==> src/hw/rtl/pmac_pkg.sv <==
// ----------------------------------------------------------------------------
// pmac_pkg
// Shared types and constants of the polynomial multiply-accumulate block.
// ----------------------------------------------------------------------------
package pmac_pkg;

   localparam int SAMPLE_W = 16;
   localparam int WORD_W   = 48;
   localparam int SUM_W    = 50;
   localparam int LOG2_W   = 3;

   localparam logic [LOG2_W-1:0] LOG2_LIMIT = 3'd5;
   localparam logic [LOG2_W-1:0] LOG2_RESET = 3'd5;

   localparam logic [WORD_W-1:0] WORD_MAX = {1'b0, {(WORD_W-1){1'b1}}};
   localparam logic [WORD_W-1:0] WORD_MIN = {1'b1, {(WORD_W-1){1'b0}}};

   typedef struct packed {
      logic signed [SAMPLE_W-1:0] a_sample;
      logic signed [SAMPLE_W-1:0] b_sample;
      logic signed [WORD_W-1:0]   acc_low;
      logic signed [WORD_W-1:0]   acc_high;
   } req_type;

   typedef struct packed {
      logic signed [WORD_W-1:0] product_word;
      logic                     last_word;
   } rsp_type;

   typedef enum logic {
      ST_LOAD,
      ST_COMPUTE
   } state_type;

   typedef struct packed {
      logic op_valid;
      logic head;
      logic last;
      logic high_half;
      logic end_run;
   } op_type;

endpackage

==> src/hw/rtl/pmac_store.sv <==
// ----------------------------------------------------------------------------
// pmac_store
// Sample memory (a and b packed) and accumulator memory (low and high words
// packed), one write port each, registered reads.
// ----------------------------------------------------------------------------
module pmac_store #(
   parameter int MAX_LENGTH = 32,
   localparam int ADDR_W = (MAX_LENGTH > 1) ? $clog2(MAX_LENGTH) : 1
) (
   input  logic                                    clock,
   input  logic                                    write_en,
   input  logic [ADDR_W-1:0]                       write_addr,
   input  pmac_pkg::req_type                       write_data,
   input  logic                                    read_en,
   input  logic [ADDR_W-1:0]                       addr_a,
   input  logic [ADDR_W-1:0]                       addr_b,
   input  logic [ADDR_W-1:0]                       addr_acc,
   output logic signed [pmac_pkg::SAMPLE_W-1:0]    a_rd,
   output logic signed [pmac_pkg::SAMPLE_W-1:0]    b_rd,
   output logic signed [pmac_pkg::WORD_W-1:0]      acc_low_rd,
   output logic signed [pmac_pkg::WORD_W-1:0]      acc_high_rd
);

   localparam int SW = pmac_pkg::SAMPLE_W;
   localparam int WW = pmac_pkg::WORD_W;

   logic [2*SW-1:0] sample_mem [MAX_LENGTH];
   logic [2*WW-1:0] acc_mem    [MAX_LENGTH];

   logic [SW-1:0]   a_rd_ff;
   logic [SW-1:0]   b_rd_ff;
   logic [2*WW-1:0] acc_rd_ff;

   always_ff @(posedge clock) begin
      if (write_en) begin
         sample_mem[write_addr] <= {write_data.a_sample, write_data.b_sample};
         acc_mem[write_addr]    <= {write_data.acc_high, write_data.acc_low};
      end
   end

   always_ff @(posedge clock) begin
      if (read_en) begin
         a_rd_ff   <= sample_mem[addr_a][2*SW-1:SW];
         b_rd_ff   <= sample_mem[addr_b][SW-1:0];
         acc_rd_ff <= acc_mem[addr_acc];
      end
   end

   assign a_rd        = a_rd_ff;
   assign b_rd        = b_rd_ff;
   assign acc_low_rd  = acc_rd_ff[WW-1:0];
   assign acc_high_rd = acc_rd_ff[2*WW-1:WW];

endmodule

==> config.mk <==
export PLATFORM = sky130hd
export DESIGN_NAME = pmac_store
export DESIGN_NICKNAME = d
export VERILOG_FILES = /design/src/hw/rtl/pmac_pkg.sv /design/src/hw/rtl/pmac_store.sv
export SDC_FILE = /design/constraint.sdc
export NUM_CORES = 2
export LEC_CHECK = 0
export ABC_CLOCK_PERIOD_IN_PS = 8100
export BUFFER_PORTS_ARGS = -buffer_cell sky130_fd_sc_hd__buf_2
export CORE_MARGIN = 4
export CORE_UTILIZATION = 23
export DETAILED_ROUTE_END_ITERATION = 16
export PLACE_DENSITY = 0.37
export SYNTH_ARGS = -nofsm -noshare
export SYNTH_HDL_FRONTEND = slang
export SYNTH_SLANG_ARGS = --single-unit
==> constraint.sdc <==
create_clock -name clock -period 8.1 [get_ports clock]
set_input_delay 0.405 -clock clock [delete_from_list [all_inputs] [get_ports clock]]
set_output_delay 0.405 -clock clock [all_outputs]
set_load 0.005 [all_outputs]
; ---- Word level (Yosys, flattened, before mapping)
; Memories as Yosys holds them, arrays and structs flattened. A register that Yosys moved wholly into a read port is not among the register bits.
; Index checks and enable logic that the tools add are counted.
[classes]
muxes = 2
[ops]
columns = op, n
row1 = 1-bit 2-to-1 mux, 2
[word_totals]
ff_bits = 0
mem_bits_rw = 4096
in_bits = 151
output_inout_bits = 128
memories = 2
[mem_list]
columns = memory, depth, word_bits, read_ports, rd_ports_with_merged_regs, wr, line
row1 = acc_mem, 32, 96, 1, 1, 1, pmac_store.sv:28  ; logic [2*WW-1:0] acc_mem [MAX_LENGTH];
row2 = sample_mem, 32, 32, 2, 2, 1, pmac_store.sv:27  ; logic [2*SW-1:0] sample_mem [MAX_LENGTH];

; ---- Logic depth before layout (Yosys ltp)
[logic_depth]
word_depth = 2
mapped_depth = 9
ltp_nobuf = 4

; ---- Least setup slack after synthesis
; OpenSTA, ideal clock, no wires.
[synth_timing]
path_type = input -> register
start = input port write_addr[1]
end = memory acc_mem[12][0] (netlist bit) (enable)
setup_time_ns = 0.617
arrival_time_ns = 6.387
required_ns = 7.483
slack_ns = 1.096
stages = 3
cell_sequence = or3b_2 -> clkbuf_1 -> nor2_1
[synth_rtl]
columns = element, line
row1 = start: declaration, pmac_store.sv:12  ; input logic [ADDR_W-1:0] write_addr,
row2 = end: declaration, pmac_store.sv:28
; No word-level cell before the write port.

==> impl_metrics.sql <==
INSERT INTO impl_metrics (metric_group, metric, value, unit) VALUES
('synthesis', 'synth.most_common_cell', 'sky130_fd_sc_hd__edfxtp_1', ''),
('global_route', 'grt_remaining_overflow', '0', ''),
('power', 'p_sw_frac', '0.214', ''),
('drt', 'via_count', '73100', ''),
('clock_network', 'postCtsSetupBuffers', '0', ''),
('hold_path', 'min_delay_worst_endpoint', 'acc_mem[31][49]', ''),
('clock_network', 'cts_tree', 'yes', ''),
('floorplan', 'core_region_area', '677000', 'um2'),
('critical_path', 'timing.critical_path.buf_inv', '3', ''),
('drt', 'detail_route.wirelength', '505', 'mm'),
('power', 'power.switching', '9950', 'uW'),
('synthesis', 'yosysSeqAreaShare', '0.811', ''),
('clock_network', 'worst_skew_pair_latency', '1.00', 'ns'),
('critical_path', 'critical_path.cell_chain', 'buf_8, nand2b_4, buf_4, buf_4, o22ai_1, nor4_1', ''),
('synthesis', 'synthDistinctLibCells', '34', ''),
('place', 'finalWeightedCongestion', '0.702', ''),
('timing', 'worst_slew_margin_rel', '0.228', ''),
('place', 'dp_cells', '15500', ''),
('run_status', 'status', 'completed', ''),
('floorplan', 'die_height', '833', 'um'),
('power', 'power_per_cell_area', '251', 'nW/um2'),
('synthesis', 'syn-mean-instance-area', '24.5', 'um2'),
('critical_path', 'timing.critical_path.arrival', '3.97', 'ns'),
('synthesis', 'netlist_instances', '6371', ''),
('timing', 'final_period_demand_of_the_worst_path', '3.19', 'ns'),
('timing', 'tns', '0', 'ns'),
('power', 'irDropWorstVdd', '188', 'uV'),
('critical_path', 'setup.worst_path.start_class', 'input pin', ''),
('synthesis', 'synth_common_cells', '4224 x sky130_fd_sc_hd__edfxtp_1, 1007 x sky130_fd_sc_hd__mux4_2, 464 x sky130_fd_sc_hd__o22ai_1, 136 x sky130_fd_sc_hd__buf_2, 108 x sky130_fd_sc_hd__nor4_1', ''),
('power', 'leakage', '0.0555', 'uW'),
('hold_path', 'hold_path_startpoint', 'write_addr[2]', ''),
('timing', 'fin_skew', '0.0526', 'ns'),
('synthesis', 'synth_edf_count', '4224', ''),
('critical_path', 'cp_top_family', 'buffers and inverters', ''),
('synthesis', 'dominant_cell_type_by_area_after_synthesis', 'sky130_fd_sc_hd__edfxtp_1', ''),
('critical_path', 'critical_path.endpoint_type', 'flip-flop', ''),
('clock_network', 'cts_sinks', '4224', ''),
('critical_path', 'path_class', 'in2reg', ''),
('drt', 'viasPerCell', '4.44', ''),
('floorplan', 'core.rowCount', '302', ''),
('timing', 'finalCritPeriodShare', '0.393', ''),
('timing', 'tightest_slew', '1.15', 'ns'),
('power', 'power_report.internal_total', '36500', 'uW'),
('critical_path', 'worst_r2r_path_depth', '3', ''),
('power', 'share_comb_of_total_power', '0.045', ''),
('critical_path', 'data_required_critical_path', '8.88', 'ns'),
('timing', 'finalHoldViolCount', '0', ''),
('synthesis', 'syn-cell-area', '156000', 'um2'),
('layout', 'stdcell_count', '16400', ''),
('global_route', 'grt_antenna_before_repair', '96', ''),
('layout', 'design.final.nets', '7240', ''),
('layout', 'layout.filler_cells', '66900', ''),
('critical_path', 'crit-reg2reg-launch', 'acc_mem[7][6]', ''),
('synthesis', 'post-synth-top-area-fraction', '0.811', ''),
('critical_path', 'slowest_stage_cell_crit_path', 'sky130_fd_sc_hd__buf_4', ''),
('hold_path', 'hold_path.class', 'in2reg', ''),
('floorplan', 'fp.dieArea', '693000', 'um2'),
('clock_network', 'buffer_depth_of_the_longest_clock_path', '4', ''),
('global_route', 'grt_first_pass_wirelength', '686', 'mm'),
('drt', 'drtAntennaViolNets', '0', ''),
('floorplan', 'floorplan.die.width', '833', 'um'),
('critical_path', 'critical_path_peak_fanout', '78', ''),
('synthesis', 'synth-seq-cells', '4224', ''),
('timing', 'finalMaxSlewViolations', '0', ''),
('synthesis', 'dominantRegCellSynth', 'sky130_fd_sc_hd__edfxtp_1', ''),
('drt', 'first_iter_violations', '5947', ''),
('timing', 'unrepaired_setup_endpoints_after_global_routing', 'false', ''),
('synthesis', 'synth_top_cells_by_area', 'sky130_fd_sc_hd__edfxtp_1 81%, sky130_fd_sc_hd__mux4_2 15%, sky130_fd_sc_hd__o22ai_1 1.9%', ''),
('floorplan', 'initial_util', '0.231', ''),
('clock_network', 'cts-htree-levels', '5', ''),
('layout', 'syn_to_final_growth', '18.3', '%');
-- worst max-delay path by stage --
stage,to,slack [ns],cells after the start,startpoint
finish,acc_rd_ff[69],4.91,6,addr_acc[1]
global route,acc_rd_ff[69],4.90,6,addr_acc[1]
CTS,acc_rd_ff[69],5.08,6,addr_acc[1]
detailed placement,acc_rd_ff[69],3.95,6,addr_acc[1]
global placement,acc_rd_ff[53],3.91,6,addr_acc[1]
floorplan,acc_mem[12][0],1.10,3,write_addr[1]
-- per-layer routing --
layer	GRT usage	share of wire	vias to the layer above	routed length [um]
li1	-	-	29500	-
met1	0.186	0.43	41300	216000
met2	0.251	0.51	1665	258000
met3	0.0191	0.038	644	19300
met4	0.0288	0.022	34	11100
met5	0	0.00038	-	191
-- power by group through the flow --
stage | Combinational, uW | Sequential, uW | Clock (uW)
2_1_floorplan | 1060 | 25000 | 0
3_3_place_gp | 2050 | 25000 | 0
3_5_place_dp | 2080 | 25000 | 0
4_1_cts | 2160 | 24600 | 20500
5_1_grt | 2250 | 24600 | 21400
6_report | 2070 | 24500 | 19800
-- metrics by stage --
stage | setup slack (ns) | hold slack [ns] | total power (uW) | cell area [um2] | util
final | 4.91 | 0.156 | 46400 | 185000 | 0.273
after global routing | 4.90 | 0.101 | 48200 | 185000 | 0.273
after CTS | 5.08 | 0.0256 | 47200 | 185000 | 0.273
after detailed placement | 3.95 | 0.811 | 27100 | 170000 | 0.251
after global placement | 3.91 | 0.815 | 27100 | 170000 | 0.251
after floorplan | 1.10 | 0.504 | 26000 | 156000 | -
-- tightest hold or removal path: stages --
cell and delay, ns:
sky130_fd_sc_hd__buf_2 0.16, sky130_fd_sc_hd__nand3_1 0.32, sky130_fd_sc_hd__nor2_4 0.09
-- cells by family (layout without fill, tap and decap cells) --
| family | count (synthesis) | after routing | share of synthesized area |
|---|---|---|---|
| other | 0 | 24 | 0 |
| AO/OA/AOI/OAI | 515 | 515 | 0.0212 |
| multiplexers | 1041 | 1041 | 0.147 |
| flip-flops | 4224 | 4224 | 0.811 |
| AND/OR/NAND/NOR | 253 | 253 | 0.00908 |
| buffers and inverters | 338 | 1424 | 0.0115 |
-- state kept, by name, indices dropped and copies added (netlist names) --
signal,cells
sample_mem,1024
b_rd,16
a_rd,16
acc_rd_ff,96
acc_mem,3072
-- layout by cell type (no fill, tap or decap), types with 16 or more instances in the layout --
cell type,instances
sky130_fd_sc_hd__bufinv_16,31
sky130_fd_sc_hd__dlygate4sd3_1,129
sky130_fd_sc_hd__buf_4,146
sky130_fd_sc_hd__diode_2,24
sky130_fd_sc_hd__nand2_1,18
sky130_fd_sc_hd__o22ai_1,464
sky130_fd_sc_hd__clkinv_2,79
sky130_fd_sc_hd__nor3_1,17
sky130_fd_sc_hd__clkinv_1,126
sky130_fd_sc_hd__nor2_4,32
sky130_fd_sc_hd__a22oi_1,16
sky130_fd_sc_hd__mux4_2,1007
sky130_fd_sc_hd__buf_2,270
sky130_fd_sc_hd__edfxtp_1,4224
sky130_fd_sc_hd__mux2i_1,32
sky130_fd_sc_hd__clkbuf_1,99
sky130_fd_sc_hd__nor4_1,104
sky130_fd_sc_hd__buf_12,53
sky130_fd_sc_hd__clkbuf_16,461
-- area by class of cell --
type / instances / area (um2) / share of cell area
multi-input cells: 1809 / 28100 / 0.152
repair buffers: 603 / 4870 / 0.0263
diodes: 24 / 60.1 / 0.000325
clock buffers: 560 / 11900 / 0.0644
flip-flops and latches: 4224 / 127000 / 0.686
well taps: 8968 / 11200 / 0.0607
clock inverters: 261 / 2030 / 0.0110
-- what timing repair did --
| action | 4_1_cts | 5_1_grt |
|---|---|---|
| endpoints found under the setup margin | 0 | 0 |
| hold buffers | 129 | 0 |
| gates resized for setup | 0 | 0 |
| hold endpoints to repair | 4128 | 0 |
(Power assumes the default switching activity.)
