## src/hw/rtl/pmac_pkg.sv

```systemverilog
// ----------------------------------------------------------------------------
// pmac_pkg
// Shared types and constants of the polynomial multiply-accumulate block.
// ----------------------------------------------------------------------------
package pmac_pkg;

   localparam int SAMPLE_W = 16;
   localparam int WORD_W   = 48;
   localparam int SUM_W    = 50;
   localparam int LOG2_W   = 3;

   localparam logic [LOG2_W-1:0] LOG2_LIMIT = 3'd5;
   localparam logic [LOG2_W-1:0] LOG2_RESET = 3'd5;

   localparam logic [WORD_W-1:0] WORD_MAX = {1'b0, {(WORD_W-1){1'b1}}};
   localparam logic [WORD_W-1:0] WORD_MIN = {1'b1, {(WORD_W-1){1'b0}}};

   typedef struct packed {
      logic signed [SAMPLE_W-1:0] a_sample;
      logic signed [SAMPLE_W-1:0] b_sample;
      logic signed [WORD_W-1:0]   acc_low;
      logic signed [WORD_W-1:0]   acc_high;
   } req_type;

   typedef struct packed {
      logic signed [WORD_W-1:0] product_word;
      logic                     last_word;
   } rsp_type;

   typedef enum logic {
      ST_LOAD,
      ST_COMPUTE
   } state_type;

   typedef struct packed {
      logic op_valid;
      logic head;
      logic last;
      logic high_half;
      logic end_run;
   } op_type;

endpackage

```

## src/hw/rtl/pmac_sequencer.sv

```systemverilog
// ----------------------------------------------------------------------------
// pmac_sequencer
// Load counter, length register and the issue sequencer that walks every
// output word and its product terms through the memories.
// ----------------------------------------------------------------------------
module pmac_sequencer #(
   parameter int MAX_LENGTH = 32,
   localparam int ADDR_W = (MAX_LENGTH > 1) ? $clog2(MAX_LENGTH) : 1
) (
   input  logic                          clock,
   input  logic                          reset,
   input  logic                          csr_valid,
   input  logic [pmac_pkg::LOG2_W-1:0]   csr_data,
   input  logic                          req_valid,
   output logic                          req_ready,
   input  logic                          advance,
   output logic                          load_we,
   output logic [ADDR_W-1:0]             load_addr,
   output pmac_pkg::op_type              issue,
   output logic [ADDR_W-1:0]             addr_a,
   output logic [ADDR_W-1:0]             addr_b,
   output logic [ADDR_W-1:0]             addr_acc
);

   localparam int N_W = $clog2(2 * MAX_LENGTH) + 1;
   localparam logic [pmac_pkg::LOG2_W-1:0] MAX_LOG2 = pmac_pkg::LOG2_W'($clog2(MAX_LENGTH));
   localparam logic [N_W-1:0] MAX_LEN = N_W'(MAX_LENGTH);

   pmac_pkg::state_type          state_ff, state_in;
   logic [pmac_pkg::LOG2_W-1:0]  length_log2_ff, length_log2_in;
   logic [N_W-1:0]               load_count_ff, load_count_in;
   logic [N_W-1:0]               n_ff, n_in;
   logic [N_W-1:0]               i_ff, i_in;
   logic                         head_ff, head_in;

   logic [pmac_pkg::LOG2_W-1:0]  lg;
   logic [N_W-1:0]               len;
   logic [N_W-1:0]               last_n;
   logic [N_W-1:0]               k;
   logic                         accept;
   logic                         load_done;
   logic                         n_low;
   logic [N_W-1:0]               acc_idx;
   logic [N_W-1:0]               i_first;
   logic [N_W-1:0]               i_end;
   logic [N_W-1:0]               j;
   logic                         is_final;
   logic                         term_last;
   logic                         step;

   always_comb begin
      lg        = (length_log2_ff > pmac_pkg::LOG2_LIMIT) ? pmac_pkg::LOG2_LIMIT
                                                          : length_log2_ff;
      len       = (lg >= MAX_LOG2) ? MAX_LEN : (N_W'(1) << lg);
      last_n    = (len << 1) - N_W'(1);
      k         = (load_count_ff >= len) ? '0 : load_count_ff;
      accept    = req_valid && req_ready;
      load_done = (k + N_W'(1)) == len;
      n_low     = n_ff < len;
      acc_idx   = n_low ? n_ff : n_ff - len;
      i_first   = n_low ? '0 : n_ff - len + N_W'(1);
      i_end     = n_low ? n_ff : len - N_W'(1);
      j         = n_ff - i_ff;
      is_final  = n_ff == last_n;
      term_last = i_ff == i_end;
      step      = advance && (state_ff == pmac_pkg::ST_COMPUTE);
   end

   always_comb begin
      state_in = state_ff;
      unique case (state_ff)
         pmac_pkg::ST_LOAD: begin
            if (accept && load_done) begin
               state_in = pmac_pkg::ST_COMPUTE;
            end
         end
         pmac_pkg::ST_COMPUTE: begin
            if (step && head_ff && is_final) begin
               state_in = pmac_pkg::ST_LOAD;
            end
         end
         default: state_in = pmac_pkg::ST_LOAD;
      endcase
   end

   always_comb begin
      length_log2_in = length_log2_ff;
      load_count_in  = load_count_ff;
      n_in           = n_ff;
      i_in           = i_ff;
      head_in        = head_ff;
      priority if (csr_valid) begin
         length_log2_in = csr_data;
         load_count_in  = '0;
      end else if (accept) begin
         load_count_in = load_done ? '0 : k + N_W'(1);
      end else begin
         load_count_in = load_count_ff;
      end
      if (accept && load_done) begin
         n_in    = '0;
         head_in = 1'b1;
      end
      if (step) begin
         if (head_ff) begin
            if (!is_final) begin
               head_in = 1'b0;
               i_in    = i_first;
            end
         end else if (term_last) begin
            n_in    = n_ff + N_W'(1);
            head_in = 1'b1;
         end else begin
            i_in = i_ff + N_W'(1);
         end
      end
   end

   always_comb begin
      req_ready       = state_ff == pmac_pkg::ST_LOAD;
      load_we         = accept;
      load_addr       = k[ADDR_W-1:0];
      issue.op_valid  = step;
      issue.head      = head_ff;
      issue.last      = head_ff ? is_final : term_last;
      issue.high_half = !n_low;
      issue.end_run   = is_final;
      addr_a          = i_ff[ADDR_W-1:0];
      addr_b          = j[ADDR_W-1:0];
      addr_acc        = acc_idx[ADDR_W-1:0];
   end

   always_ff @(posedge clock) begin
      if (reset) begin
         state_ff       <= pmac_pkg::ST_LOAD;
         length_log2_ff <= pmac_pkg::LOG2_RESET;
         load_count_ff  <= '0;
         n_ff           <= '0;
         i_ff           <= '0;
         head_ff        <= 1'b1;
      end else begin
         state_ff       <= state_in;
         length_log2_ff <= length_log2_in;
         load_count_ff  <= load_count_in;
         n_ff           <= n_in;
         i_ff           <= i_in;
         head_ff        <= head_in;
      end
   end

endmodule

```

## config.mk

```make
export PLATFORM = sky130hd
export DESIGN_NAME = pmac_sequencer
export DESIGN_NICKNAME = d
export VERILOG_FILES = /design/src/hw/rtl/pmac_pkg.sv /design/src/hw/rtl/pmac_sequencer.sv
export SDC_FILE = /design/constraint.sdc
export NUM_CORES = 1
export LEC_CHECK = 0
export BUFFER_PORTS_ARGS = -buffer_cell sky130_fd_sc_hd__buf_2
export CELL_PAD_IN_SITES_DETAIL_PLACEMENT = 1
export CELL_PAD_IN_SITES_GLOBAL_PLACEMENT = 1
export CORE_ASPECT_RATIO = 0.9
export CORE_MARGIN = 2
export CORE_UTILIZATION = 43
export DETAILED_ROUTE_END_ITERATION = 6
export GPL_TIMING_DRIVEN = 0
export HOLD_SLACK_MARGIN = 0.05
export PLACE_DENSITY_LB_ADDON = 0.05
export SYNTH_ARGS = -nofsm -noshare
export SYNTH_HDL_FRONTEND = slang
export SYNTH_SLANG_ARGS = --single-unit
export TNS_END_PERCENT = 50
```

## constraint.sdc

```tcl
create_clock -name clock -period 5.2 [get_ports clock]
set_input_delay 1.3 -clock clock [delete_from_list [all_inputs] [get_ports clock]]
set_output_delay 1.3 -clock clock [all_outputs]
set_load 0.02 [all_outputs]
```

Word level (Yosys, flattened, before mapping)
Index checks and enable logic that the tools add are counted.

Bits in registers: 26. Input bits: 8. Output and inout bits: 27.

Add/subtract/negate cells: 8. $lt $le $gt $ge: 4. Equal/unequal tests: 5. Shifts and indexed selects: 1. Mux-type cells: 23. Bitwise gates (word level): 1. Reduce and logical (&&, ||, !) cells: 8.

Operators by type and width (count): 7-bit two-way mux (12); 7-bit by 1-bit adder with 7-bit output, second input constant (4); 7-bit == test (3); 7-bit by 1-bit subtractor with 7-bit output, second input constant (2); 1-bit two-way mux (8); 7-bit >= comparator (1); 7-bit less-than comparator (1); 1-bit by 3-bit << shifter with 7-bit output, first input constant (1); 7-bit subtractor (1); 1-bit logical AND (5); 5-bit two-way mux (1); 5-bit subtractor (1); 2-bit inequality test, second input constant (2); 3-bit >= comparator, second input constant (1); 3-bit > comparator, second input constant (1); 3-bit two-way mux (1); 3-bit AND reduction (1); 1-bit case mux with 2 select lines (1); 2-bit OR reduction (1); 1-bit zero test (1); 1-bit NOT (1).

Longest topological paths before layout
Gate-level depths: netlist of run 1.

Depth in word-level cells: 13. Mapped depth: 18. Gate-level depth less buffers: 18.

Least setup slack after synthesis of run 1
No wires, ideal clock.

Path kind: register -> output. From: register length_log2_ff[0] (netlist name). To: output issue[2] (netlist name). Arrival time: 2.790 ns. Slack: 1.110 ns. Stages on the path, launching flop included: 12. Cell sequence: dfxtp_1 nor2_1 nand2_1 ha_1 a2111o_1 o22a_1 buf_6 a2111oi_4 o211ai_1 or2_1 buf_6 nand2_1.

RTL lines: start, declared (line pmac_sequencer.sv:30) `logic [pmac_pkg::LOG2_W-1:0] length_log2_ff, length_log2_in;`; start signal, assigned (line pmac_sequencer.sv:136) `length_log2_ff <= pmac_pkg::LOG2_RESET;`; start signal, assigned (line pmac_sequencer.sv:143) `length_log2_ff <= length_log2_in;`; end, declared (line pmac_sequencer.sv:19) `output pmac_pkg::op_type issue,`.

==> results_dict.tcl, run 1 <==
set metrics [dict create \
    power_density_nw_per_um2 158 \
    peakVddDrop_v 0.0000968 \
    post-route-period-util_pct 94.6 \
    hold_class "flip-flop to flip-flop" \
    power.leakage_nw 1.37 \
    fin_cells 470 \
    yosys.cell_types.count 51 \
    path_class "flip-flop to output pin" \
    routed_wl_mm 7.83 \
    synth_largest_area_cell "dfxtp_1" \
    avgSynthCellArea_um2 7.48 \
    post-cts-setup-buffers 0 \
    slew_headroom_pct 53.6 \
    fmax_mhz 203 \
    antenna_cells 0 \
    min_period_ns 4.92 \
    viasPerCell 5.59 \
    drv_slew 0 \
    grt_pass1_wl_mm 13.1 \
    wire_per_inst_um 16.7 \
    hold_viol 0 \
    cp_max_fo 8 \
    arrival_ns 3.62 \
    floorplan.initialDensity_pct 44.2 \
    gr-usage-met2_pct 36.9 \
    max_cap_viol_count 0 \
    met1_usage_pct 36.7 \
    root_buffer "clkbuf_8" \
    drc 0 \
    ys_warn_count 0 \
    cts_tree "yes" \
    coreArea_um2 6080 \
    gp_congestion 0.876 \
    cts_max_level 1 \
    finalSetupTns_ns 0 \
    grt_overflow_total 0 \
    cts_buffers 3 \
    crit_path_start_kind "flip-flop" \
    vias 2629 \
    ios 35 \
    worst_slack_ns 0.280 \
    rsz0062_at_grt "false" \
    fp.dieW_um 87.3 \
    setup_viol 0 \
    synth_edf_count 0 \
    port_buffers 34 \
    firstDrtPassIters 4 \
    die_h_um 79.0 \
    tightest_slew_ns 0.688 \
    clk_latency_ns 0.28 \
    grt_pass1_vias 2512 \
    skew_ns 0.0120 \
    clock_path_buffers 2 \
    finalPower_mw 0.478 \
    drive_gt1_share_pct 15.3 \
    grt_max_degree 16 \
    track_usage_pct 24.0 \
    ys_seq_elements 26 \
    pre_cts_ws_ns 0.633 \
    status "completed" \
    synth_area_leaders "dfxtp_1 (19%), ha_1 (11%), a21oi_1 (6.3%), xnor2_1 (6.2%), nand2_1 (4.8%)" \
    grt_use_met3_pct 2.60 \
    std_cell_rows 27 \
    layout_common_cells "nand2_1 (34), a21oi_1 (34), buf_2 (34)" \
    syn_area_um2 2690 \
    synth_top_area_share_pct 19.4 \
    cts_sinks 26 \
    postSynth.asyncResetShare_pct 0 \
    area_delta_synth_final_pct 12.6 \
    synth_ff_type "dfxtp_1" \
    drtIter0Drc 103 \
    antenna_found_initial 0 \
    fillers 788 \
    dp_hpwl_mm 6.29 \
    grt_most_used_layer "met2" \
    cts.clk_slew.worst_paths_ns 0.11 \
    yosysSeqAreaShare_pct 19.4 \
    place_area_um2 2950 \
    final_nets 432 \
    critPathRequiredTime_ns 3.90 \
    cts_resized 0 \
    synthCells 359 \
    endpoint_kind "output pin" \
    die-area_um2 6900 \
    cts_hold_buf 0 \
    dpl.cell_count 466 \
    design_area_um2 3020 \
    ant_nets 0 \
]
worst max-delay path, cell delays in order, from the launching register on:
cell and delay [ns]:
dfxtp_1 0.40, nor2_1 0.46, nand2_1 0.18, ha_1 0.38, a2111o_1 0.43, o22a_1 0.18
buf_6 0.15, mux2i_1 0.20, xnor2_1 0.16, o211ai_1 0.15, or2_1 0.26, buf_6 0.14
nand2_1 0.07, buf_2 0.16
cell type report:
class                   instances  area (um2)  share of cell area [%]
well taps                      72        90.1                    2.98
inverters                      26        97.6                    3.23
repair buffers                 34         170                    5.63
multi-input cells             285        1940                    64.1
flip-flops and latches         26         520                    17.2
clock inverters                 1        30.0                   0.993
clock buffers                   3        41.3                    1.37
plain buffers                  23         136                    4.51
final timing paths:
path                                       start                             to  slack (ns)  cells past startpoint
setup / recovery  length_log2_ff[1]$_SDFFE_PP0P_                       issue[2]        0.28                     13
hold / removal               state_ff$_SDFF_PP0_            state_ff$_SDFF_PP0_        0.52                      2
setup reg to reg  length_log2_ff[1]$_SDFFE_PP0P_  load_count_ff[3]$_SDFFE_PP0P_        0.59                     16
hold reg to reg              state_ff$_SDFF_PP0_            state_ff$_SDFF_PP0_        0.52                      2
through the flow:
step | hold WS [ns] | utilization [%]
after floorplan | 0.466 | -
after global placement | 0.490 | 48.5
after detailed placement | 0.508 | 48.5
after CTS | 0.523 | 49.7
after global routing | 0.556 | 49.7
final | 0.517 | 49.7
cell families (layout without fill, tap and decap cells):
family | after synthesis | count (layout) | share of synthesized area, %
multiplexers | 11 | 11 | 4.24
buffers and inverters | 49 | 87 | 8.71
other | 1 | 2 | 0.140
flip-flops | 26 | 26 | 19.4
XOR/XNOR | 30 | 30 | 9.78
AND/OR/NAND/NOR | 125 | 125 | 23.2
AO/OA/AOI/OAI | 92 | 92 | 22.3
adder cells (fa/ha/maj) | 25 | 25 | 12.2
cell usage after synthesis, types with 2 or more instances:
library cell / instances
a211o_1: 2
a211oi_1: 2
a21o_1: 10
a21oi_1: 34
and2_1: 5
and3_1: 10
and4_1: 2
buf_4: 9
buf_6: 2
clkbuf_1: 11
dfxtp_1: 26
fa_1: 2
ha_1: 23
inv_1: 26
mux2_2: 3
mux2i_1: 8
nand2_1: 34
nand2b_1: 9
nand3_1: 22
nor2_1: 21
nor2b_1: 4
nor3_1: 4
o211ai_1: 7
o21a_1: 2
o21ai_0: 20
o221ai_1: 2
or2_2: 5
or3_1: 2
or4_1: 2
xnor2_1: 19
xor2_1: 11
power by group:
group | internal [mW] | switching, mW | leakage, nW
clock network | 0.103 | 0.0723 | 0.0357
registers | 0.201 | 0.00384 | 0.210
logic | 0.0379 | 0.0596 | 1.13
layer usage:
layer	vias to the layer above	wire length, um
li1	1322	-
met4	0	27
met5	-	0
met3	2	290
met1	1261	4090
met2	44	3430
flip-flops by register name (all words and copies together) (netlist names):
register / flops
state_ff: 1
length_log2_ff: 3
i_ff: 7
n_ff: 7
load_count_ff: 7
head_ff: 1
Note: power is estimated with default switching activity, not from simulation.
==> inputs of run 2 (changes only) <==
--- a/config.mk
+++ b/config.mk
@@ -10,11 +10,13 @@
 export CELL_PAD_IN_SITES_GLOBAL_PLACEMENT = 1
 export CORE_ASPECT_RATIO = 0.9
 export CORE_MARGIN = 2
-export CORE_UTILIZATION = 43
+export CORE_UTILIZATION = 39
 export DETAILED_ROUTE_END_ITERATION = 6
 export GPL_TIMING_DRIVEN = 0
 export HOLD_SLACK_MARGIN = 0.05
 export PLACE_DENSITY_LB_ADDON = 0.05
+export RECOVER_POWER = 25
+export REMOVE_ABC_BUFFERS = 1
 export SYNTH_ARGS = -nofsm -noshare
 export SYNTH_HDL_FRONTEND = slang
 export SYNTH_SLANG_ARGS = --single-unit
==> constraint.sdc (replaced) <==
create_clock -name clock -period 4.5 [get_ports clock]
set_input_delay 1.125 -clock clock [delete_from_list [all_inputs] [get_ports clock]]
set_output_delay 1.125 -clock clock [all_outputs]
set_load 0.02 [all_outputs]
==> run 2 against run 1 <==
  * Critical path type unchanged
  * Sequential cell count is the same
  * Worst hold slack lost 0.019 ns
  * Combinational power grew 20%
  * Clock power grew 16%
  * Sequential power grew 17%
  * Clock skew shrank 0.0073 ns
  * Worst setup slack lost 0.16 ns
  * First-iteration DRC count shrank 21%
  * Non-clock buffer count shrank 20
  * Die area grew 9.8%
  * Power grew 17%
  * Largest cell class unchanged
  * Global-route usage shrank 3.7 points
==> results_dict.tcl, run 2 (same netlist as run 1, synthesis figures left out) <==
set metrics [dict create \
    status "completed" \
    port_buffers 34 \
    cts_max_level 1 \
    clk_latency_ns 0.28 \
    vias 2555 \
    tightest_slew_ns 0.657 \
    drive_gt1_share_pct 14.2 \
    skew_ns 0.00477 \
    slowest_delay_ns 0.41 \
    ios 35 \
    routed_wl_mm 7.62 \
    crit_path_start_kind "flip-flop" \
    firstDrtPassIters 4 \
    layout_common_cells "nand2_1 (34), a21oi_1 (33), inv_1 (26), buf_2 (26)" \
    final_nets 413 \
    grt_pass1_vias 2327 \
    grt_pass1_wl_mm 12.2 \
    wire_per_inst_um 16.3 \
    path_class "flip-flop to output pin" \
    slowest_stage "dfxtp_4" \
    post-route-period-util_pct 97.3 \
    seqPwrFrac_pct 42.8 \
    drtIter0Drc 81 \
    drv_slew 0 \
    die_h_um 82.7 \
    cts_tree "yes" \
    clock_path_buffers 2 \
    endpoint_kind "output pin" \
    grt_max_degree 19 \
    hold_class "flip-flop to flip-flop" \
    ant_nets 0 \
    floorplan.initialDensity_pct 40.6 \
    fin_cells 469 \
    cts_sinks 26 \
    power.leakage_nw 1.29 \
    cp_max_fo 15 \
    cts_buffers 3 \
    path_buf_inv 1 \
    arrival_ns 3.25 \
    coreArea_um2 6620 \
    grt_overflow_total 0 \
    gp_congestion 0.837 \
    antenna_cells 0 \
    cts.clk_slew.worst_paths_ns 0.10 \
    p_switching_mw 0.160 \
    slew_headroom_pct 55.9 \
    min_period_ns 4.38 \
    layout_commonest_cell "nand2_1" \
    root_buffer "clkbuf_8" \
    dpl.cell_count 461 \
    fmax_mhz 228 \
    p_int_mw 0.399 \
    switching_share_pct 28.7 \
    rsz0062_at_grt "true" \
    post-route-util_pct 45.0 \
    finalPower_mw 0.559 \
    reg_top3 "i_ff: 7 flops, load_count_ff: 7 flops, n_ff: 7 flops" \
    path_cells "nand2b_1, or2_2, ha_1, o211ai_1, a21oi_2, o22a_4, mux2i_2, xnor2_1, o211ai_1, or2_4, nand2_1, buf_2" \
    max_cap_viol_count 0 \
    power_frac_clock_pct 36.3 \
    comb_power_share_pct 20.9 \
    power_density_nw_per_um2 187 \
    drc 0 \
    critPathRequiredTime_ns 3.38 \
    hold_viol 0 \
    dp_hpwl_mm 6.05 \
    antenna_found_initial 0 \
    setup_viol 0 \
    std_cell_rows 28 \
    peakVddDrop_v 0.000101 \
    crit_family "simple AND/OR/NAND/NOR gates" \
    cpMostUsedCell "o211ai_1" \
    fp.dieW_um 91.5 \
    viasPerCell 5.45 \
    fillers 851 \
    area_delta_synth_final_pct 11.0 \
    die-area_um2 7570 \
    track_usage_pct 20.3 \
]
run 2: cell count changes in the layout (fill, tap and decap cells not counted), sizes merged:
cell,previous run,this run
buf,45,29
clkbuf,15,11
o22a,1,2
run 2: power groups by stage:
stage | Sequential, mW | Clock (mW) | Combinational (mW)
CTS | 0.240 | 0.212 | 0.115
floorplan | 0.242 | 0 | 0.0767
detailed placement | 0.243 | 0 | 0.108
global placement | 0.243 | 0 | 0.105
finish | 0.239 | 0.203 | 0.117
global route | 0.240 | 0.216 | 0.128
run 2: path summary, 6_finish.rpt:
kind | cells past startpoint | start | slack, ns | endpoint
worst max-delay path | 12 | length_log2_ff[2]$_SDFFE_PP1P_ | 0.12 | issue[2]
worst max register to register | 17 | length_log2_ff[0]$_SDFFE_PP1P_ | 0.40 | load_count_ff[3]$_SDFFE_PP0P_
worst min-delay path | 2 | state_ff$_SDFF_PP0_ | 0.50 | state_ff$_SDFF_PP0_
worst min register to register | 2 | state_ff$_SDFF_PP0_ | 0.50 | state_ff$_SDFF_PP0_
run 2: area by class of cell:
| type | count | area (um2) | area share (%) |
|---|---|---|---|
| Timing Repair Buffer | 37 | 183 | 6.12 |
| Tap cell | 90 | 113 | 3.78 |
| Multi-Input combinational cell | 286 | 1990 | 66.8 |
| Clock buffer | 3 | 41.3 | 1.38 |
| Inverter | 26 | 97.6 | 3.27 |
| Sequential cell | 26 | 527 | 17.7 |
| Clock inverter | 1 | 30.0 | 1.01 |
run 2: worst min-delay path, stage by stage, from the launching register on:
cell     delay, ns
dfxtp_1       0.33
o21ai_0       0.07
a21oi_1       0.06
run 2: routing by layer:
metal / share of wire (%) / wire length [um] / GRT usage (%)
met1: 53 / 4070 / 29.8
met2: 43 / 3310 / 33.0
met3: 2.8 / 211 / 2.45
met4: 0.42 / 32 / 1.82
met5: 0 / 0 / 0
run 2: timing repair:
item | in CTS | in global routing
endpoints found under the setup margin | 19 | 15
hold buffers | 0 | 0
pin swaps | 1 | 1
cloned | 1 | 0
setup buffers | 1 | 2
hold endpoints to repair | 0 | 0
gates resized for setup | 13 | 2
run 2: metrics by stage:
| step | hold slack, ns | worst slack, ns | instance area (um2) | setup TNS, ns |
|---|---|---|---|---|
| CTS | 0.508 | 0.0764 | 2970 | 0 |
| global route | 0.551 | -0.00236 | 2980 | -0.00236 |
| finish | 0.498 | 0.123 | 2980 | 0 |
| floorplan | 0.461 | 0.271 | 2550 | 0 |
| detailed placement | 0.492 | -0.414 | 2840 | -2.95 |
| global placement | 0.500 | -0.816 | 2840 | -10.69 |
