==> config.mk <==
export PLATFORM = sky130hd
export DESIGN_NAME = pmac_datapath
export DESIGN_NICKNAME = d
export VERILOG_FILES = /design/src/hw/rtl/pmac_pkg.sv /design/src/hw/rtl/pmac_datapath.sv
export SDC_FILE = /design/constraint.sdc
export NUM_CORES = 1
export LEC_CHECK = 0
export BUFFER_PORTS_ARGS = -buffer_cell sky130_fd_sc_hd__buf_4
export CAP_MARGIN = 20
export CORE_UTILIZATION = 50
export CTS_CLUSTER_SIZE = 16
export DETAILED_ROUTE_END_ITERATION = 12
export PLACE_DENSITY = 0.73
export SLEW_MARGIN = 20
export SYNTH_ARGS = -nofsm -noshare
export SYNTH_HDL_FRONTEND = slang
export SYNTH_SLANG_ARGS = --single-unit
==> constraint.sdc <==
create_clock -name clock -period 7.9 [get_ports clock]
set_input_delay 1.185 -clock clock [delete_from_list [all_inputs] [get_ports clock]]
set_output_delay 1.185 -clock clock [all_outputs]
set_load 0.01 [all_outputs]
==> src/hw/rtl/pmac_pkg.sv <==
// ----------------------------------------------------------------------------
// pmac_pkg
// Shared types and constants of the polynomial multiply-accumulate block.
// ----------------------------------------------------------------------------
package pmac_pkg;

   localparam int SAMPLE_W = 16;
   localparam int WORD_W   = 48;
   localparam int SUM_W    = 50;
   localparam int LOG2_W   = 3;

   localparam logic [LOG2_W-1:0] LOG2_LIMIT = 3'd5;
   localparam logic [LOG2_W-1:0] LOG2_RESET = 3'd5;

   localparam logic [WORD_W-1:0] WORD_MAX = {1'b0, {(WORD_W-1){1'b1}}};
   localparam logic [WORD_W-1:0] WORD_MIN = {1'b1, {(WORD_W-1){1'b0}}};

   typedef struct packed {
      logic signed [SAMPLE_W-1:0] a_sample;
      logic signed [SAMPLE_W-1:0] b_sample;
      logic signed [WORD_W-1:0]   acc_low;
      logic signed [WORD_W-1:0]   acc_high;
   } req_type;

   typedef struct packed {
      logic signed [WORD_W-1:0] product_word;
      logic                     last_word;
   } rsp_type;

   typedef enum logic {
      ST_LOAD,
      ST_COMPUTE
   } state_type;

   typedef struct packed {
      logic op_valid;
      logic head;
      logic last;
      logic high_half;
      logic end_run;
   } op_type;

endpackage

==> src/hw/rtl/pmac_datapath.sv <==
// ----------------------------------------------------------------------------
// pmac_datapath
// Multiply, accumulate and saturate pipeline with the result register.
// ----------------------------------------------------------------------------
module pmac_datapath (
   input  logic                                  clock,
   input  logic                                  reset,
   input  pmac_pkg::op_type                      issue,
   input  logic signed [pmac_pkg::SAMPLE_W-1:0]  a_rd,
   input  logic signed [pmac_pkg::SAMPLE_W-1:0]  b_rd,
   input  logic signed [pmac_pkg::WORD_W-1:0]    acc_low_rd,
   input  logic signed [pmac_pkg::WORD_W-1:0]    acc_high_rd,
   output logic                                  advance,
   output logic                                  rsp_valid,
   input  logic                                  rsp_ready,
   output pmac_pkg::rsp_type                     rsp_payload
);

   localparam int WW = pmac_pkg::WORD_W;
   localparam int SW = pmac_pkg::SUM_W;
   localparam int PW = 2 * pmac_pkg::SAMPLE_W;

   pmac_pkg::op_type       s1_op_ff;
   pmac_pkg::op_type       s2_op_ff;
   logic signed [PW-1:0]   product_ff, product_in;
   logic signed [WW-1:0]   acc_word_ff, acc_word_in;
   logic signed [SW-1:0]   sum_ff, sum_in;
   logic                   done_ff, done_in;
   logic                   end_ff, end_in;
   logic                   rsp_valid_ff;
   pmac_pkg::rsp_type      rsp_payload_ff, rsp_payload_in;
   logic [SW-WW:0]         top_bits;

   always_comb begin
      advance     = !rsp_valid_ff || rsp_ready;
      product_in  = a_rd * b_rd;
      acc_word_in = s1_op_ff.high_half ? acc_high_rd : acc_low_rd;
      sum_in      = sum_ff;
      if (s2_op_ff.op_valid) begin
         sum_in = s2_op_ff.head
                ? {{(SW-WW){acc_word_ff[WW-1]}}, acc_word_ff}
                : sum_ff + {{(SW-PW){product_ff[PW-1]}}, product_ff};
      end
      done_in  = s2_op_ff.op_valid && s2_op_ff.last;
      end_in   = s2_op_ff.end_run;
      top_bits = sum_ff[SW-1:WW-1];
      priority if ((&top_bits) || !(|top_bits)) begin
         rsp_payload_in.product_word = sum_ff[WW-1:0];
      end else if (sum_ff[SW-1]) begin
         rsp_payload_in.product_word = pmac_pkg::WORD_MIN;
      end else begin
         rsp_payload_in.product_word = pmac_pkg::WORD_MAX;
      end
      rsp_payload_in.last_word = end_ff;
   end

   always_ff @(posedge clock) begin
      if (reset) begin
         s1_op_ff     <= '0;
         s2_op_ff     <= '0;
         done_ff      <= 1'b0;
         rsp_valid_ff <= 1'b0;
      end else if (advance) begin
         s1_op_ff     <= issue;
         s2_op_ff     <= s1_op_ff;
         done_ff      <= done_in;
         rsp_valid_ff <= done_ff;
      end
   end

   always_ff @(posedge clock) begin
      if (advance) begin
         product_ff     <= product_in;
         acc_word_ff    <= acc_word_in;
         sum_ff         <= sum_in;
         end_ff         <= end_in;
         rsp_payload_ff <= rsp_payload_in;
      end
   end

   assign rsp_valid   = rsp_valid_ff;
   assign rsp_payload = rsp_payload_ff;

endmodule

### After elaboration in Yosys (flattened, before gate mapping)

Index checks and enable logic that the tools add are counted.

| storage, ports and cells | value |
|---|---|
| register bits after elaboration | 191 |
| input bits | 136 |
| output and inout bits | 51 |
| word-level logic and storage cells | 31 |

| cells by class | value |
|---|---|
| add/subtract/negate cells | 1 |
| multipliers | 1 |
| mux-type cells | 4 |
| reduce and logical (&&, ||, !) cells | 8 |

Operators with widths:

| cell | number |
|---|---|
| $mux 48 | 3 |
| $add 50x50->50 | 1 |
| $mux 50 | 1 |
| $mul 16x16->32 | 1 |
| $reduce_and 3->1 | 1 |
| $reduce_or 3->1 | 1 |
| $logic_not 1->1 | 2 |
| $logic_or 1x1->1 | 2 |
| $reduce_and 2->1 | 1 |
| $logic_and 1x1->1 | 1 |

### Depth between registers and ports, before layout

Gate-level depths: netlist of the first run.

| logic depth | value |
|---|---|
| depth after elaboration | 4 |
| gate-level depth with buffers | 24 |
| gate-level depth less buffers | 23 |

### Least setup slack after synthesis of the first run

Ideal clock, no wire load.

| timing | value |
|---|---|
| path type | input-to-reg |
| start | in rsp_ready |
| end | reg sum_ff[0], enable pin |
| library setup time | 0.413 ns |
| arrival | 6.668 ns |
| required time | 7.487 ns |
| setup slack | 0.820 ns |
| stages | 4 |
| buffers on the path | 1 |
| path through | nor2b_1 inv_1 clkbuf_1 and2_1 |

| between the ends | value |
|---|---|
| word-level cells in the longest chain between the ends | 2 |

Ends and longest elaborated chain:

| element | RTL line | source |
|---|---|---|
| start: declaration | pmac_datapath.sv:15 | `input logic rsp_ready,` |
| $logic_or 1x1->1 | pmac_datapath.sv:35 | `advance = !rsp_valid_ff \|\| rsp_ready;` |
| net advance | pmac_datapath.sv:13 | `output logic advance,` |
| $reduce_and 2->1 (no source line) | n/a |  |
| end signal: assignment | pmac_datapath.sv:75 | `sum_ff <= sum_in;` |
| end: declaration | pmac_datapath.sv:27 | `logic signed [SW-1:0] sum_ff, sum_in;` |

The timed path passes the listed nets, and every way through them passes these cells.
A chain may end at the register's enable or synchronous reset.

### Final worst setup path of the first run

| timing | value |
|---|---|
| start | in b_rd[4] in the netlist's numbering |
| end | reg product_ff[30] (data pin) |

| between the ends | value |
|---|---|
| word-level cells in the longest chain between the ends | 1 |

Ends and longest elaborated chain:

| element | RTL line | source |
|---|---|---|
| start: declaration | pmac_datapath.sv:10 | `input logic signed [pmac_pkg::SAMPLE_W-1:0] b_rd,` |
| $mul 16x16->32 | pmac_datapath.sv:36 | `product_in = a_rd * b_rd;` |
| net product_in[30] | pmac_datapath.sv:25 | `logic signed [PW-1:0] product_ff, product_in;` |
| end signal: assignment | pmac_datapath.sv:73 | `product_ff <= product_in;` |
| end: declaration | pmac_datapath.sv:25 |  |

The timed path passes the listed nets, and every way through them passes these cells.

==> flow_summary.json, run 1 <==
{
  "hold_depth": 0,
  "cts_sinks": 191,
  "slew_headroom": 0.359,
  "dp_hpwl_um": 37100,
  "end_kind": "flip-flop",
  "fin_crit_sh": 0.885,
  "insertion_delay_ns": 0.45,
  "startpoint_type": "primary input",
  "tritoncts": "done",
  "layout.filler_cells": 3383,
  "die_y_um": 201,
  "ys_async_sr_fraction": 0,
  "initial_core_util": 0.511,
  "hold_buffers_post_cts": 0,
  "final_cell_mix": "inv_1, fa_1, nand2_1, buf_4, edfxtp_1",
  "post_cts_resize_count": 0,
  "final_hold_viol_count": 0,
  "wl_per_cell_um": 17.7,
  "antenna_cells_inserted": 0,
  "route.top_layer_used": "met4",
  "detailroute.wirelength.met3_um": 2410,
  "postSynth.topFlopCell": "edfxtp_1",
  "synth_fp_nets": 2509,
  "ff2ff_path_depth": 13,
  "measured_slew_at_the_worst_slew_check_pin_ns": 0.961,
  "synth_edf_count": 180,
  "synth.yosys.warnings": 0,
  "yosys.cell_types.count": 69,
  "vias": 14300,
  "cap_violations": 0,
  "timing.final.max_slew_violations": 0,
  "drt-vias-per-instance": 5.39,
  "firstDrtPassIters": 4,
  "worstSetupPathType": "primary input to flip-flop",
  "syn_area_per_cell_um2": 10.0,
  "cts_post_setup_buffers_inserted": 0,
  "timing.hold.worst.class": "flip-flop to flip-flop",
  "post_synth_inst_count": 1979,
  "setup_violations": 0,
  "worstPathRequired_ns": 8.10,
  "global_route.usage.total": 0.242,
  "final_layout_size_suffix_gt1_frac": 0.141,
  "routabilityCongestion": 0.922,
  "via_count_of_the_first_global_routing_pass": 15000,
  "placement_rows": 72,
  "placement.io_buffers": 186,
  "final_common_cell": "inv_1",
  "clk_pin_slew_worst_paths_ns": 0.08,
  "grt_setup_unrepaired": "no",
  "m1WireLength_um": 20300,
  "antenna_violations_before_repair": 1,
  "cts-buffers-inserted": 17,
  "nets": 2646,
  "remaining_overflow_grt": 0,
  "status": "complete, no violations",
  "htree_levels": 4,
  "remaining_drc_errors": 0,
  "clk_root_buffer_cell": "clkbuf_16",
  "synth_to_layout_area_growth_pct": 12.4,
  "number_of_ports_placed_on_the_die_boundary": 187,
  "r2r_slack_ns": 4.32,
  "grt_start_max_net_pins": 78,
  "met2RoutedLength_um": 23100,
  "drt_iter0_markers": 907,
  "sequential_share_of_the_synthesized_area": 0.283,
  "critical_path.max_fanout": 16,
  "grt_first_pass_wirelength_um": 77700,
  "die_width_um": 201,
  "layout.cell_area.non_filler_um2": 22300,
  "cts_max_path_buffers": 2,
  "synth.cell_area_um2": 19900,
  "final_antenna_net_count": 0,
  "placement.cell_area_um2": 21700,
  "synth-seq-cells": 191,
  "detail_route.wirelength_um": 47000,
  "max_freq_mhz": 143,
  "timing.setup.tns_ns": 0,
  "die_area_um2": 40600,
  "period_needed_ns": 6.99,
  "timing.clock.skew_ns": 0.0179,
  "arrival_time_at_the_worst_endpoint_ns": 7.19,
  "area_inside_the_core_boundary_um2": 38900
}
==> state kept, by name, summed over array words and instances (netlist names) <==
| name | flops |
|---|---|
| s2_op_ff | 3 |
| acc_word_ff | 48 |
| done_ff | 1 |
| rsp_payload | 49 |
| s1_op_ff | 5 |
| end_in | 1 |
| sum_ff | 50 |
| end_ff | 1 |
| rsp_valid | 1 |
| product_ff | 32 |
==> kinds of logic (layout without fill, tap and decap cells) <==
kind of cell,count (synthesis),in the layout,synth area share
compound gates,293,293,0.0929
buf+inv,373,523,0.0709
mux,55,55,0.0310
flops,191,191,0.283
simple gates,597,597,0.142
fa+ha+maj,394,394,0.347
xor+xnor,76,76,0.0335
==> synthesized netlist by cell type (3+ instances only) <==
cell | instances | area (um2)
a211oi_1 | 10 | 75.1
a21o_1 | 38 | 285
a21oi_1 | 91 | 455
a31oi_1 | 5 | 31.3
and2_1 | 127 | 795
and3_1 | 5 | 31.3
buf_1 | 5 | 18.8
buf_2 | 7 | 35.0
clkbuf_1 | 65 | 244
dfxtp_1 | 11 | 220
edfxtp_1 | 180 | 5410
fa_1 | 263 | 5270
ha_1 | 131 | 1640
inv_1 | 295 | 1110
mux2_2 | 52 | 586
nand2_1 | 225 | 845
nand2b_1 | 16 | 100
nand3_1 | 17 | 85.1
nand3b_1 | 5 | 37.5
nand4_1 | 12 | 75.1
nor2_1 | 145 | 544
nor2b_1 | 11 | 68.8
nor3_1 | 14 | 70.1
nor3b_1 | 3 | 22.5
o211ai_1 | 6 | 45.0
o21a_1 | 13 | 97.6
o21ai_0 | 75 | 375
o21ai_1 | 7 | 35.0
o21bai_1 | 14 | 105
o31ai_1 | 4 | 30.0
or3_1 | 3 | 18.8
xnor2_1 | 52 | 455
xor2_1 | 24 | 210
==> layout make-up <==
class                   instances  area (um2)  share of cell area
clock buffers                  18         429              0.0192
repair buffers                195        1480              0.0664
multi-input cells            1415       12900               0.576
clock inverters                14         168             0.00750
flip-flops and latches        191        5630               0.252
well taps                     518         648              0.0290
inverters                     296        1120              0.0500
==> critical path, stage by stage <==
cell,delay (ns)
buf_4,0.16
and2_1,0.19
fa_1,0.54
inv_1,0.05
fa_1,0.45
fa_1,0.52
inv_1,0.06
fa_1,0.49
fa_1,0.51
inv_1,0.05
fa_1,0.47
inv_1,0.04
ha_1,0.35
and4_1,0.24
o211ai_1,0.08
o21ba_2,0.18
o211ai_1,0.33
o21ai_0,0.15
buf_4,0.17
a31oi_1,0.34
o21ai_0,0.19
a21o_1,0.18
a21oi_1,0.17
xnor2_1,0.08
==> path summary, 6_finish.rpt <==
| check | startpoint | endpoint |
|---|---|---|
| max | b_rd[4] | product_ff[30] |
| min | end_in | end_ff |
| max reg2reg | sum_ff[0] | sum_ff[46] |
| min reg2reg | end_in | end_ff |
==> per-layer routing <==
metal  vias to the layer above  GRT usage
met5                         -          0
met4                         0     0.0693
met3                        70     0.0298
met2                       405      0.412
met1                      7072      0.324
li1                       6712          -
==> stage by stage <==
stage               std cells  utilization  setup WS, ns  hold slack [ns]
global route             2647        0.574         0.534            0.447
CTS                      2646        0.573         0.889            0.432
global placement         2614        0.558         0.510            0.404
detailed placement       2614        0.558         0.432            0.414
floorplan                1979            -         0.820            0.400
finish                   2647        0.574         0.911            0.428
Power of run 1 is not shown: default switching activity piles up to over one toggle a cycle in this logic, so the estimate is an artifact.
==> run 2, diff against run 1 <==
==> constraint.sdc (replaced) <==
create_clock -name clock -period 8.06 [get_ports clock]
set_input_delay 1.209 -clock clock [delete_from_list [all_inputs] [get_ports clock]]
set_output_delay 1.209 -clock clock [all_outputs]
set_load 0.01 [all_outputs]
==> run 2 against run 1 <==
Compared with the run above:
- cell count is essentially flat
- critical path depth is the same
- register-to-register slack gained 0.21 ns
- critical path type unchanged
- largest cell class unchanged
- highest routed layer unchanged
==> flow_summary.json, run 2 (synthesis gave the netlist of run 1 again) <==
{
  "timing.critical_path.slowest_cell_delay_ns": 0.54,
  "worstSetupPathType": "primary input to flip-flop",
  "timing.final.max_slew_violations": 0,
  "critPathBufInv": 6,
  "initial_core_util": 0.511,
  "largest_register_ffs": 50,
  "tritoncts": "done",
  "detail_route.wirelength_um": 47200,
  "vias": 14200,
  "final_layout_size_suffix_gt1_frac": 0.141,
  "slew_headroom": 0.361,
  "insertion_delay_ns": 0.44,
  "drt-vias-per-instance": 5.38,
  "critical_path.slowest_cell": "fa_1",
  "fin_crit_sh": 0.874,
  "cap_violations": 0,
  "firstDrtPassIters": 5,
  "worstPathRequired_ns": 8.26,
  "end_kind": "flip-flop",
  "final_cell_mix": "inv_1, fa_1, nand2_1, buf_4, edfxtp_1",
  "hold_buffers_post_cts": 0,
  "die_width_um": 201,
  "critical-path-top-cell-by-count": "fa_1",
  "status": "complete, no violations",
  "cts_sinks": 191,
  "routabilityCongestion": 0.918,
  "remaining_drc_errors": 0,
  "placement.io_buffers": 186,
  "timing.clock.skew_ns": 0.0158,
  "startpoint_type": "primary input",
  "die_area_um2": 40600,
  "measured_slew_at_the_worst_slew_check_pin_ns": 0.958,
  "timing.setup.tns_ns": 0,
  "cts_max_path_buffers": 2,
  "drt_iter0_markers": 1029,
  "grt_start_max_net_pins": 78,
  "multiInputGateArea_um2": 12900,
  "area_inside_the_core_boundary_um2": 38900,
  "clk_root_buffer_cell": "clkbuf_16",
  "synth_to_layout_area_growth_pct": 12.2,
  "nets": 2645,
  "clk_pin_slew_worst_paths_ns": 0.08,
  "antenna_cells_inserted": 0,
  "global_route.usage.total": 0.243,
  "timing.hold.worst.class": "flip-flop to flip-flop",
  "worst_hold_slack_ns": 0.420,
  "antenna_violations_before_repair": 0,
  "post_cts_resize_count": 0,
  "grt_setup_unrepaired": "no",
  "grt_first_pass_wirelength_um": 78100,
  "cts-buffers-inserted": 17,
  "number_of_ports_placed_on_the_die_boundary": 187,
  "arrival_time_at_the_worst_endpoint_ns": 7.24,
  "remaining_overflow_grt": 0,
  "final_common_cell": "inv_1",
  "wl_per_cell_um": 17.8,
  "die_y_um": 201,
  "setup_violations": 0,
  "placement_rows": 72,
  "critical_path.max_fanout": 16,
  "cp_cell_sequence": "buf_4, and2_1, fa_1, inv_1, fa_1, fa_1, inv_1, fa_1, fa_1, inv_1, fa_1, inv_1, ha_1, and4_1, o211ai_1, o21ba_2, o211ai_1, o21ai_0, buf_4, a31oi_1, o21ai_0, a21o_1, a21oi_1, xnor2_1",
  "final_antenna_net_count": 0,
  "critical-path-top-delay-family": "adder cells",
  "final_hold_viol_count": 0,
  "period_needed_ns": 7.04,
  "cts_post_setup_buffers_inserted": 0,
  "layout.filler_cells": 3375,
  "sequential_cell_area_um2": 5630,
  "htree_levels": 4,
  "max_freq_mhz": 142,
  "via_count_of_the_first_global_routing_pass": 15100,
  "top_register": "sum_ff",
  "dp_hpwl_um": 37100
}
-- run 2: cell count changes in the layout (fill, tap and decap cells not counted) --
cell,previous run,this run
buf_4,194,193
bufinv_16,1,0
clkbuf_1,1,0
clkinv_2,0,1
clkinv_4,2,3
clkinv_8,2,1
clkinvlp_4,1,0
inv_8,4,5
-- run 2: per-layer routing --
| metal | vias to the layer above | wire length [um] | track usage |
|---|---|---|---|
| li1 | 6717 | - | - |
| met1 | 7013 | 20400 | 0.326 |
| met2 | 443 | 23300 | 0.415 |
| met3 | 69 | 2250 | 0.0261 |
| met4 | 0 | 1250 | 0.0755 |
| met5 | - | 0 | 0 |
-- run 2: layout make-up --
class,instances,share of cell area
clock buffers,17,0.0191
clock inverters,14,0.00623
inverters,296,0.0500
multi-input cells,1415,0.577
flip-flops and latches,191,0.252
well taps,518,0.0291
repair buffers,194,0.0662
-- run 2: path summary, 6_finish.rpt --
kind                         end  cells after the start       from  slack [ns]
setup / recovery  product_ff[30]                     24    b_rd[4]        1.02
hold / removal    rsp_payload[0]                      0     end_ff        0.42
setup reg to reg      sum_ff[46]                     13  sum_ff[0]        4.53
hold reg to reg   rsp_payload[0]                      0     end_ff        0.42
-- run 2: stage by stage --
| stage | utilization | instance area (um2) | instances | setup WS, ns |
|---|---|---|---|---|
| after floorplan | - | 19900 | 1979 | 0.956 |
| after global placement | 0.558 | 21700 | 2613 | 0.666 |
| after detailed placement | 0.558 | 21700 | 2613 | 0.569 |
| after CTS | 0.572 | 22300 | 2644 | 1.00 |
| after global routing | 0.573 | 22300 | 2645 | 0.667 |
| final | 0.573 | 22300 | 2645 | 1.02 |
Power of run 2 is left out for the same reason.
==> run 3, diff against run 2 <==
--- a/config.mk
+++ b/config.mk
@@ -6,7 +6,7 @@
 export NUM_CORES = 1
 export LEC_CHECK = 0
 export BUFFER_PORTS_ARGS = -buffer_cell sky130_fd_sc_hd__buf_4
-export CAP_MARGIN = 20
+export CORE_ASPECT_RATIO = 0.8
 export CORE_UTILIZATION = 50
 export CTS_CLUSTER_SIZE = 16
 export DETAILED_ROUTE_END_ITERATION = 12
==> run 3 against run 2 <==
Compared with the run above:
- fmax decreased by 0.17%
- clock-buffer cell count did not move
- highest routed layer unchanged
- wire length decreased by 3.7%
- non-clock buffer count shrank 1
- utilization is 0.35 points higher
- via count increased by 0.11%
- global-route usage shrank 0.53 points
- first-iteration DRC count grew 1.9%
- sequential cell count unchanged
- register-to-register slack got worse by 0.21 ns
- worst hold slack gained 0.0075 ns
==> flow_summary.json, run 3 (synthesis gave the netlist of run 1 again) <==
{
  "timing.hold.worst_endpoint": "rsp_payload[0]",
  "remaining_drc_errors": 0,
  "arrival_time_at_the_worst_endpoint_ns": 7.26,
  "routabilityCongestion": 0.933,
  "placement.io_buffers": 186,
  "period_needed_ns": 7.06,
  "drt_iter0_markers": 1049,
  "final_cell_mix": "inv_1, fa_1, nand2_1, buf_4, edfxtp_1",
  "global_route.usage.total": 0.238,
  "startpoint_type": "primary input",
  "critical_path.max_fanout": 16,
  "final_common_cell": "inv_1",
  "max_freq_mhz": 142,
  "hold_start": "end_ff",
  "placement_rows": 64,
  "clk_root_buffer_cell": "clkbuf_16",
  "clk_pin_slew_worst_paths_ns": 0.07,
  "setup_ws_ns": 1.00,
  "die_y_um": 180,
  "drt-vias-per-instance": 5.37,
  "timing.clock.skew_ns": 0.00776,
  "measured_slew_at_the_worst_slew_check_pin_ns": 1.03,
  "firstDrtPassIters": 5,
  "cts_sinks": 191,
  "initial_core_util": 0.514,
  "timing.final.max_slew_violations": 0,
  "final_antenna_net_count": 0,
  "cts_max_path_buffers": 2,
  "synth_to_layout_area_growth_pct": 12.2,
  "end_kind": "flip-flop",
  "via_count_of_the_first_global_routing_pass": 15100,
  "setup_violations": 0,
  "post_cts_resize_count": 0,
  "insertion_delay_ns": 0.45,
  "worstPathRequired_ns": 8.26,
  "wl_per_cell_um": 17.1,
  "pre_cts_slack_ns": 0.533,
  "status": "complete, no violations",
  "slew_headroom": 0.311,
  "remaining_overflow_grt": 0,
  "number_of_ports_placed_on_the_die_boundary": 187,
  "cts_post_setup_buffers_inserted": 0,
  "r2r_slack_ns": 4.32,
  "htree_levels": 4,
  "hold_depth": 0,
  "top_register": "sum_ff",
  "fin_crit_sh": 0.875,
  "rr_startpoint": "product_ff[4]",
  "die_width_um": 225,
  "tritoncts": "done",
  "largest_register_ffs": 50,
  "die_area_um2": 40600,
  "grt_first_pass_wirelength_um": 76000,
  "area_inside_the_core_boundary_um2": 38700,
  "final_layout_size_suffix_gt1_frac": 0.138,
  "hold_buffers_post_cts": 0,
  "detail_route.wirelength_um": 45400,
  "worstSetupPathType": "primary input to flip-flop",
  "vias": 14300,
  "dp_hpwl_um": 35900,
  "timing.setup.tns_ns": 0,
  "grt_start_max_net_pins": 86,
  "timing.hold.worst.class": "flip-flop to flip-flop",
  "antenna_violations_before_repair": 1,
  "ff2ff_path_depth": 11,
  "antenna_cells_inserted": 0,
  "final_hold_viol_count": 0,
  "end_of_the_worst_register_to_register_path": "sum_ff[47]",
  "nets": 2644,
  "grt_setup_unrepaired": "no",
  "cts-buffers-inserted": 17,
  "cap_violations": 0
}
run 3: through the flow:
step                      area (um2)  instances  hold WS, ns  utilization
after floorplan                19900       1979        0.400            -
after global placement         21700       2623        0.404        0.562
after detailed placement       21700       2623        0.416        0.562
after CTS                      22300       2654        0.432        0.576
after global routing           22300       2654        0.443        0.577
final                          22300       2654        0.427        0.577
run 3: worst max path at each step:
| stage | startpoint | endpoint | slack [ns] | cells after the start |
|---|---|---|---|---|
| CTS | b_rd[4] | product_ff[30] | 0.98 | 24 |
| global placement | b_rd[4] | product_ff[30] | 0.65 | 24 |
| global route | b_rd[4] | product_ff[30] | 0.61 | 24 |
| finish | b_rd[4] | product_ff[30] | 1.00 | 24 |
| floorplan | rsp_ready | sum_ff[0] | 0.96 | 4 |
| detailed placement | b_rd[4] | product_ff[30] | 0.53 | 24 |
run 3: routing by layer:
layer  wire length [um]  global-route usage
met5                  0                   0
met2              22500               0.405
met3               2000              0.0280
met1              19600               0.316
met4               1320              0.0803
run 3: layout make-up:
type	instances	area [um2]
fill	3303	16400
multi-input combinational	1415	12900
sequential	191	5630
timing repair buffer	193	1450
inverter	296	1120
tap	528	661
clock buffer	17	425
clock inverter	14	149
run 3: worst max-delay path, stage by stage:
cell	delay, ns
buf_4	0.18
and2_1	0.20
fa_1	0.54
inv_1	0.05
fa_1	0.48
fa_1	0.52
inv_1	0.06
fa_1	0.48
fa_1	0.50
inv_1	0.05
fa_1	0.47
inv_1	0.04
ha_1	0.35
and4_1	0.22
o211ai_1	0.08
o21ba_2	0.19
o211ai_1	0.27
o21ai_0	0.19
buf_4	0.18
a31oi_1	0.36
o21ai_0	0.20
a21o_1	0.18
a21oi_1	0.17
xnor2_1	0.08
Power of run 3 is left out for the same reason.
